File: config.mk
export PLATFORM = sky130hd
export DESIGN_NAME = synth_voice_allocator
export DESIGN_NICKNAME = d
export VERILOG_FILES = /design/src/rtl/core/valloc_pkg.sv /design/src/rtl/core/valloc_cell.sv /design/src/rtl/core/synth_voice_allocator.sv
export SDC_FILE = /design/constraint.sdc
export NUM_CORES = 2
export LEC_CHECK = 0
export ABC_CLOCK_PERIOD_IN_PS = 15900
export BUFFER_PORTS_ARGS = -buffer_cell sky130_fd_sc_hd__buf_2
export CELL_PAD_IN_SITES_DETAIL_PLACEMENT = 1
export CELL_PAD_IN_SITES_GLOBAL_PLACEMENT = 1
export CORE_AREA = 5 5 423 425
export CTS_CLUSTER_DIAMETER = 60
export CTS_CLUSTER_SIZE = 16
export DETAILED_ROUTE_END_ITERATION = 6
export DIE_AREA = 0 0 428 430
export HOLD_SLACK_MARGIN = 0.02
export PLACE_DENSITY = 0.52
export SLEW_MARGIN = 40
export SYNTH_ARGS = -nofsm -noshare
export SYNTH_HDL_FRONTEND = slang
export SYNTH_SLANG_ARGS = --single-unit
File: constraint.sdc
create_clock -name clk_i -period 15.9 [get_ports clk_i]
set_input_delay 3.975 -clock clk_i [delete_from_list [all_inputs] [get_ports clk_i]]
set_output_delay 3.975 -clock clk_i [all_outputs]
set_load 0.03 [all_outputs]
File: src/rtl/core/valloc_pkg.sv
// ----------------------------------------------------------------------------
// Voice allocator package
// Transaction types, event and action codes, and the scan and command types
// shared by the voice cells and the top level.
// ----------------------------------------------------------------------------
package valloc_pkg;

  // Index and rank width covering the largest supported pool of voices.
  localparam int VIDX_W = 6;
  typedef logic [VIDX_W-1:0] vidx_t;
  typedef logic [6:0]        note_t;

  // Input event kinds.
  typedef enum logic [1:0] {
    KIND_NOTE_ON  = 2'd0,
    KIND_NOTE_OFF = 2'd1,
    KIND_FINISHED = 2'd2,
    KIND_ALL_OFF  = 2'd3
  } kind_e;

  // Result actions.
  typedef enum logic [2:0] {
    ACT_NONE          = 3'd0,
    ACT_START_FREE    = 3'd1,
    ACT_RETRIGGER     = 3'd2,
    ACT_STEAL_RELEASE = 3'd3,
    ACT_STEAL_OLDEST  = 3'd4,
    ACT_RELEASE       = 3'd5,
    ACT_RELEASE_ALL   = 3'd6
  } action_e;

  // Update operations broadcast to the cells.
  typedef enum logic [2:0] {
    UPD_NONE,
    UPD_TOUCH,
    UPD_RELEASE,
    UPD_FREE,
    UPD_RELEASE_ALL
  } upd_op_e;

  // Controller states.
  typedef enum logic [1:0] {
    ST_IDLE,
    ST_SCAN,
    ST_APPLY
  } state_e;

  // One input transaction.
  typedef struct packed {
    logic [1:0] kind;
    logic [6:0] note;
    logic [6:0] velocity;
    logic [3:0] finished_voice;
  } in_item_t;

  // One result transaction.
  typedef struct packed {
    logic [2:0] action;
    logic [3:0] voice;
    logic [6:0] out_note;
    logic [6:0] out_velocity;
  } out_item_t;

  // Search packet handed from cell to cell.
  typedef struct packed {
    note_t note;
    logic  match_hit;
    vidx_t match_idx;
    vidx_t match_rank;
    logic  free_hit;
    vidx_t free_idx;
    vidx_t free_rank;
    logic  rel_hit;
    vidx_t rel_idx;
    vidx_t rel_rank;
    logic  old_hit;
    vidx_t old_idx;
    vidx_t old_rank;
  } scan_pkt_t;

  // Command broadcast from the controller to every cell.
  typedef struct packed {
    logic    shift;
    upd_op_e op;
    vidx_t   idx;
    note_t   note;
    vidx_t   old_rank;
  } cell_cmd_t;

endpackage

File: src/rtl/core/valloc_cell.sv
// ----------------------------------------------------------------------------
// Voice cell
// Holds the state of one voice, folds it into the passing search packet and
// applies the broadcast update command.
// ----------------------------------------------------------------------------
module valloc_cell
  import valloc_pkg::*;
#(
  parameter int CellIdx = 0
) (
  input  logic      clk_i,
  input  logic      rst_ni,
  input  cell_cmd_t cmd_i,
  input  scan_pkt_t pkt_i,
  output scan_pkt_t pkt_o
);

  localparam vidx_t OwnIdx = VIDX_W'(CellIdx);

  logic      active_q, active_d;
  logic      releasing_q, releasing_d;
  note_t     note_q, note_d;
  vidx_t     rank_q, rank_d;
  scan_pkt_t pkt_q, pkt_d;
  logic      own_sel;

  assign own_sel = (cmd_i.idx == OwnIdx);

  // Fold this voice into the search packet.
  always_comb begin
    pkt_d = pkt_i;
    if (!pkt_i.match_hit && active_q && (note_q == pkt_i.note)) begin
      pkt_d.match_hit  = 1'b1;
      pkt_d.match_idx  = OwnIdx;
      pkt_d.match_rank = rank_q;
    end
    if (!pkt_i.free_hit && !active_q) begin
      pkt_d.free_hit  = 1'b1;
      pkt_d.free_idx  = OwnIdx;
      pkt_d.free_rank = rank_q;
    end
    if (releasing_q && (!pkt_i.rel_hit || (rank_q > pkt_i.rel_rank))) begin
      pkt_d.rel_hit  = 1'b1;
      pkt_d.rel_idx  = OwnIdx;
      pkt_d.rel_rank = rank_q;
    end
    if (!pkt_i.old_hit || (rank_q > pkt_i.old_rank)) begin
      pkt_d.old_hit  = 1'b1;
      pkt_d.old_idx  = OwnIdx;
      pkt_d.old_rank = rank_q;
    end
  end

  // Apply the broadcast update to the voice state.
  always_comb begin
    active_d    = active_q;
    releasing_d = releasing_q;
    note_d      = note_q;
    rank_d      = rank_q;
    unique case (cmd_i.op)
      UPD_TOUCH: begin
        if (own_sel) begin
          active_d    = 1'b1;
          releasing_d = 1'b0;
          note_d      = cmd_i.note;
          rank_d      = '0;
        end else if (rank_q < cmd_i.old_rank) begin
          rank_d = rank_q + VIDX_W'(1);
        end
      end
      UPD_RELEASE: begin
        if (own_sel) begin
          releasing_d = 1'b1;
        end
      end
      UPD_FREE: begin
        if (own_sel) begin
          active_d    = 1'b0;
          releasing_d = 1'b0;
        end
      end
      UPD_RELEASE_ALL: begin
        if (active_q) begin
          releasing_d = 1'b1;
        end
      end
      default: begin
      end
    endcase
  end

  // Voice state registers.
  always_ff @(posedge clk_i or negedge rst_ni) begin
    if (!rst_ni) begin
      active_q    <= 1'b0;
      releasing_q <= 1'b0;
      note_q      <= '0;
      rank_q      <= OwnIdx;
    end else begin
      active_q    <= active_d;
      releasing_q <= releasing_d;
      note_q      <= note_d;
      rank_q      <= rank_d;
    end
  end

  // Packet stage toward the next cell.
  always_ff @(posedge clk_i) begin
    if (cmd_i.shift) begin
      pkt_q <= pkt_d;
    end
  end

  assign pkt_o = pkt_q;

endmodule

File: src/rtl/core/synth_voice_allocator.sv
// ----------------------------------------------------------------------------
// Synth voice allocator
// Assigns note events to a pool of voices, stealing the oldest releasing voice first and else the oldest voice.
// ----------------------------------------------------------------------------
// Usage:
// Events enter on the in channel (in_valid_i, in_ready_o, in_data_i) and one
// result per event leaves on the out channel (out_valid_o, out_ready_i,
// out_data_o). Note-on and note-off events send a search packet down a chain
// of NUM_VOICES cells, one cell per cycle, and their result is registered
// from the apply state once the search is done. Finished and all-notes-off
// events need no search and go from acceptance straight to the apply state.
// One event is in work at a time; the next is taken in the cycle after the
// result is loaded. The length of the cell chain sets how long a note event
// stays in work.
// A finished result sits in the output register while the next event is
// accepted and searched; if the receiver still stalls when that next result
// is ready, the voice update and result wait until the register frees.
// Reset clears all voice flags and notes and sets each voice's recency rank
// to its index; the block accepts events in the first cycle after reset.
// ----------------------------------------------------------------------------
module synth_voice_allocator
  import valloc_pkg::*;
#(
  parameter int NUM_VOICES = 16
) (
  input  logic      clk_i,
  input  logic      rst_ni,
  input  logic      in_valid_i,
  output logic      in_ready_o,
  input  in_item_t  in_data_i,
  output logic      out_valid_o,
  input  logic      out_ready_i,
  output out_item_t out_data_o
);

  localparam int CNT_W = (NUM_VOICES > 1) ? $clog2(NUM_VOICES) : 1;

  state_e     state_q, state_d;
  logic [CNT_W-1:0] cnt_q, cnt_d;
  in_item_t   item_q;
  out_item_t  out_q, out_d;
  logic       out_valid_q, out_valid_d;
  logic       in_acc;
  logic       out_free;
  cell_cmd_t  cmd;
  scan_pkt_t  seed;
  scan_pkt_t  chain [NUM_VOICES+1];
  scan_pkt_t  res;
  vidx_t      fin_idx;
  logic [VIDX_W+3:0] fin_ext;

  assign in_ready_o = (state_q == ST_IDLE);
  assign in_acc     = in_valid_i && in_ready_o;
  assign out_free   = !out_valid_q || out_ready_i;

  // Empty search packet for the head of the chain.
  always_comb begin
    seed      = '0;
    seed.note = item_q.note;
  end

  assign chain[0] = seed;

  // Chain of voice cells.
  for (genvar g = 0; g < NUM_VOICES; g++) begin : g_cell
    valloc_cell #(
      .CellIdx(g)
    ) u_cell (
      .clk_i (clk_i),
      .rst_ni(rst_ni),
      .cmd_i (cmd),
      .pkt_i (chain[g]),
      .pkt_o (chain[g+1])
    );
  end

  assign res     = chain[NUM_VOICES];
  assign fin_ext = {{VIDX_W{1'b0}}, item_q.finished_voice};
  assign fin_idx = fin_ext[VIDX_W-1:0];

  // Controller: next state, cell command and result.
  always_comb begin
    state_d      = state_q;
    cnt_d        = cnt_q;
    out_valid_d  = out_valid_q;
    out_d        = out_q;
    cmd          = '0;
    cmd.op       = UPD_NONE;
    cmd.note     = item_q.note;

    if (out_valid_q && out_ready_i) begin
      out_valid_d = 1'b0;
    end

    unique case (state_q)
      ST_IDLE: begin
        if (in_acc) begin
          cnt_d = '0;
          if ((in_data_i.kind == KIND_NOTE_ON) || (in_data_i.kind == KIND_NOTE_OFF)) begin
            state_d = ST_SCAN;
          end else begin
            state_d = ST_APPLY;
          end
        end
      end
      ST_SCAN: begin
        cmd.shift = 1'b1;
        cnt_d     = cnt_q + CNT_W'(1);
        if (cnt_q == CNT_W'(NUM_VOICES - 1)) begin
          state_d = ST_APPLY;
        end
      end
      ST_APPLY: begin
        if (out_free) begin
          out_d        = '0;
          out_d.action = ACT_NONE;
          unique case (item_q.kind)
            KIND_NOTE_ON: begin
              cmd.op            = UPD_TOUCH;
              out_d.out_note     = item_q.note;
              out_d.out_velocity = item_q.velocity;
              priority if (res.match_hit) begin
                cmd.idx      = res.match_idx;
                cmd.old_rank = res.match_rank;
                out_d.action = ACT_RETRIGGER;
              end else if (res.free_hit) begin
                cmd.idx      = res.free_idx;
                cmd.old_rank = res.free_rank;
                out_d.action = ACT_START_FREE;
              end else if (res.rel_hit) begin
                cmd.idx      = res.rel_idx;
                cmd.old_rank = res.rel_rank;
                out_d.action = ACT_STEAL_RELEASE;
              end else begin
                cmd.idx      = res.old_idx;
                cmd.old_rank = res.old_rank;
                out_d.action = ACT_STEAL_OLDEST;
              end
              out_d.voice = cmd.idx[3:0];
            end
            KIND_NOTE_OFF: begin
              if (res.match_hit) begin
                cmd.op       = UPD_RELEASE;
                cmd.idx      = res.match_idx;
                out_d.action = ACT_RELEASE;
                out_d.voice  = res.match_idx[3:0];
              end
            end
            KIND_FINISHED: begin
              if (32'(item_q.finished_voice) < NUM_VOICES) begin
                cmd.op  = UPD_FREE;
                cmd.idx = fin_idx;
              end
            end
            KIND_ALL_OFF: begin
              cmd.op       = UPD_RELEASE_ALL;
              out_d.action = ACT_RELEASE_ALL;
            end
            default: begin
            end
          endcase
          out_valid_d = 1'b1;
          state_d     = ST_IDLE;
        end
      end
      default: begin
        state_d = ST_IDLE;
      end
    endcase
  end

  // Control registers.
  always_ff @(posedge clk_i or negedge rst_ni) begin
    if (!rst_ni) begin
      state_q     <= ST_IDLE;
      cnt_q       <= '0;
      out_valid_q <= 1'b0;
    end else begin
      state_q     <= state_d;
      cnt_q       <= cnt_d;
      out_valid_q <= out_valid_d;
    end
  end

  // Payload registers.
  always_ff @(posedge clk_i) begin
    if (in_acc) begin
      item_q <= in_data_i;
    end
    out_q <= out_d;
  end

  assign out_valid_o = out_valid_q;
  assign out_data_o  = out_q;

endmodule

==> metrics.yaml <==
placed_design:
  post_place_instance_area_um2: 55100
  placement.setup.worst_slack_ps: 8360
  dp_hpwl_um: 109000
  numPlacedInstances: 6520
  port_buffer_count: 46
  globalplace.congestion: 0.759
critical_path:
  crit_top_cell: "sky130_fd_sc_hd__buf_4"
  data_required_time_at_the_worst_endpoint_ps: 16500
  crit_path_start: "out_ready_i"
  cp_cell_instances: "buf_2 -> nor2b_1 -> nor3_4 -> buf_4 -> nand2_1 -> buf_4 -> ha_1 -> or2_2 -> a2111oi_0 -> a31oi_1 -> a2bb2o_1 -> a22o_1"
  critPathSlowestCell: "sky130_fd_sc_hd__a2111oi_0"
  critical_path_peak_fanout: 23
  timing.critical_path.to_type: "flip-flop"
  timing.rr.start: "g_cell[15].u_cell.pkt_o[25]$_SDFFCE_PN1P_"
  worst_path_largest_cell_delay_ps: 600
  path_class: "input pin to flip-flop"
  critPathArrivalTime_ps: 7500
  setup.worst_path.start_class: "input pin"
grt:
  antenna_violations_before_repair: 4
  global_route_usage_over_all_layers_pct: 16.2
  grt_first_pass_wirelength_um: 231000
  globalRoute.totalOverflow: 0
  pin_count_of_the_biggest_net_entering_global_routing: 81
  first_global_vias: 35801
drt:
  route.detailed.wl_per_inst_um: 22.6
  ant_nets: 0
  detailedRoute.firstIterationViolations: 2180
  firstDrtPassIters: 5
  routed_wl_um: 152000
  post-route-drc-count: 0
  viasPerCell: 5.10
  vias: 34288
timing:
  final.hold.worst_slack_ps: 461
  worst_clock_skew_ps: 43.2
  report.final.hold_viol_count: 0
  worst-slew-pin-transition_ps: 835
  setup-tns-final_ps: 0
  min_period_ps: 6900
  post-route-period-util_pct: 43.4
  maxSlewHeadroom_pct: 44.4
  setup_slack_ps: 9000
  setup_repair_after_global_routing_missed_its_margin: "false"
  fmax_ghz: 0.145
  slew_viol_final: 0
  final-setup-viol-count: 0
die:
  std_cell_rows: 154
  die-height_um: 430
  design.core.area_um2: 175000
  die-width_um: 428
  initial_core_util_pct: 29.7
  io_pins: 47
  dieArea_um2: 184000
layout:
  layout.nets: 4591
  area.growth.synth_to_final_pct: 13.2
  stdcell_count: 6729
  stdcell_area_um2: 58900
  fin_util_pct: 33.7
  layout_commonest_cell: "sky130_fd_sc_hd__edfxtp_1"
  fill_cells: 18940
  drive_gt1_share_pct: 19.4
  highest_count_cells_in_the_layout_ignoring_fill_and_taps: "sky130_fd_sc_hd__edfxtp_1, sky130_fd_sc_hd__mux2_2, sky130_fd_sc_hd__ha_1"
logic_synthesis:
  post_synth.cell_area_avg_um2: 12.3
  yosys_warnings: 0
  synth-async-reset-ratio_pct: 24.2
  synth.ff_latch_count: 1021
  predominant_post_synthesis_flop_cell: "sky130_fd_sc_hd__edfxtp_1"
  synthDistinctLibCells: 91
  syn-num-nets: 4541
  synth_cells: 4240
  ys_seq_area_share_pct: 56.6
  number_of_synthesized_flops_with_an_enable_pin: 774
  syn-cell-area_um2: 52000
power:
  total_leakage_power_nw: 22.5
  power_mw: 10.3
  vdd_ir_drop_max_mv: 0.143
  pwr_density_cell_nw_per_um2: 176
cts:
  worstSkewPairLatency_ps: 740
  clk_path_buf_depth: 3
  clk_transition_reported_paths_ps: 70
  clock_sinks: 1021
  ctsRootBufferMaster: "sky130_fd_sc_hd__clkbuf_16"
  tritoncts_clock_tree: "yes"
  clock_tree.htree_level_count: 3
  post_cts_buffers: 0
  cts.repair.resized: 0
  tritoncts.num_buffers: 106
  post_cts_hold_buffer_count: 0
worst_hold_path:
  hold_path_startpoint: "g_cell[0].u_cell.pkt_o[56]$_DFFE_PP_"
  hp-class: "flip-flop to flip-flop"
status:
  run_status: "finished, final reports clean"
flow_run:
  maximum_capacitance_violations: 0
## critical path: cells and delay by family
| kind | cells | cell delay (ps) |
|---|---|---|
| compound gates | 4 | 1490 |
| simple gates | 4 | 890 |
| buf+inv | 3 | 820 |
| fa+ha+maj | 1 | 280 |
## cell type report
cell class | count | area (um^2) | share of cell area (%)
clock inverters | 69 | 769 | 1.31
diodes | 6 | 15.0 | 0.0255
flip-flops and latches | 1021 | 29500 | 50.0
well taps | 2340 | 2930 | 4.97
multi-input cells | 2827 | 21100 | 35.9
inverters | 212 | 800 | 1.36
repair buffers | 122 | 882 | 1.50
clock buffers | 132 | 2920 | 4.95
## cells in the mapped netlist, drive strengths merged (29+ instances only)
master / n / share of area (%)
edfxtp: 774 / 45
mux2: 337 / 7.3
ha: 277 / 6.7
nand2: 254 / 1.8
o21ai: 234 / 2.3
dfrtp: 215 / 10
inv: 212 / 1.5
nand4: 155 / 1.9
nor2: 151 / 1.1
clkbuf: 145 / 1.0
nand3: 143 / 1.4
a31oi: 112 / 1.3
or2: 97 / 1.2
nor2b: 92 / 1.1
o2111ai: 91 / 1.5
a21oi: 88 / 0.88
nand3b: 82 / 1.2
o21a: 78 / 1.1
nand2b: 77 / 0.93
xor2: 71 / 1.2
xnor2: 63 / 1.1
and2: 50 / 0.60
nor4: 39 / 0.67
buf: 35 / 0.37
nor3: 34 / 0.38
o22ai: 33 / 0.40
dfstp: 32 / 1.6
o211ai: 29 / 0.49
## state kept, by name, indices dropped and copies added, names as in the netlist, 2 cells and up
name	flops
out_data_o	21
chain	7
g_cell.u_cell.releasing_q	16
cnt_q	4
fin_ext	4
g_cell.u_cell.pkt_o	733
g_cell.u_cell.active_q	16
g_cell.u_cell.note_q	112
state_q	2
item_q	9
g_cell.u_cell.rank_q	96
## layer usage
| layer | track usage [%] | share of wire (%) |
|---|---|---|
| met5 | 0 | 0 |
| met4 | 3.88 | 2.3 |
| met3 | 2.22 | 2.9 |
| met2 | 28.6 | 50 |
| met1 | 21.1 | 45 |
## path summary, 6_finish.rpt
path / slack (ps) / cells past startpoint / end
max reg2reg: 11060 / 13 / g_cell[11].u_cell.rank_q[2]$_DFFE_PN0P_
min in group asynchronous: 3110 / 1 / g_cell[1].u_cell.note_q[2]$_DFFE_PN0P_
min reg2reg: 460 / 0 / g_cell[1].u_cell.pkt_o[56]$_DFFE_PP_
max: 9000 / 12 / g_cell[11].u_cell.rank_q[2]$_DFFE_PN0P_
min: 460 / 0 / g_cell[1].u_cell.pkt_o[56]$_DFFE_PP_
max in group asynchronous: 11060 / 3 / g_cell[9].u_cell.rank_q[5]$_DFFE_PN0P_
## kinds of logic (layout without fill, tap and decap cells)
family	count (synthesis)	in the layout	share of synthesized area, %
AND/OR/NAND/NOR	1275	1275	13.8
adder cells (fa/ha/maj)	277	277	6.66
multiplexers	351	351	7.57
XOR/XNOR	134	134	2.26
AO/OA/AOI/OAI	790	790	10.2
other	0	6	0
buffers and inverters	392	535	2.94
flip-flops	1021	1021	56.6
## power breakdown
part	internal, mW	leakage (nW)	switching (mW)	total, mW
clock	1.44	1.78	1.18	2.63
combinational	1.04	10.2	1.62	2.66
sequential	4.35	10.5	0.693	5.05
No activity file was read; power rests on OpenSTA's default activity.
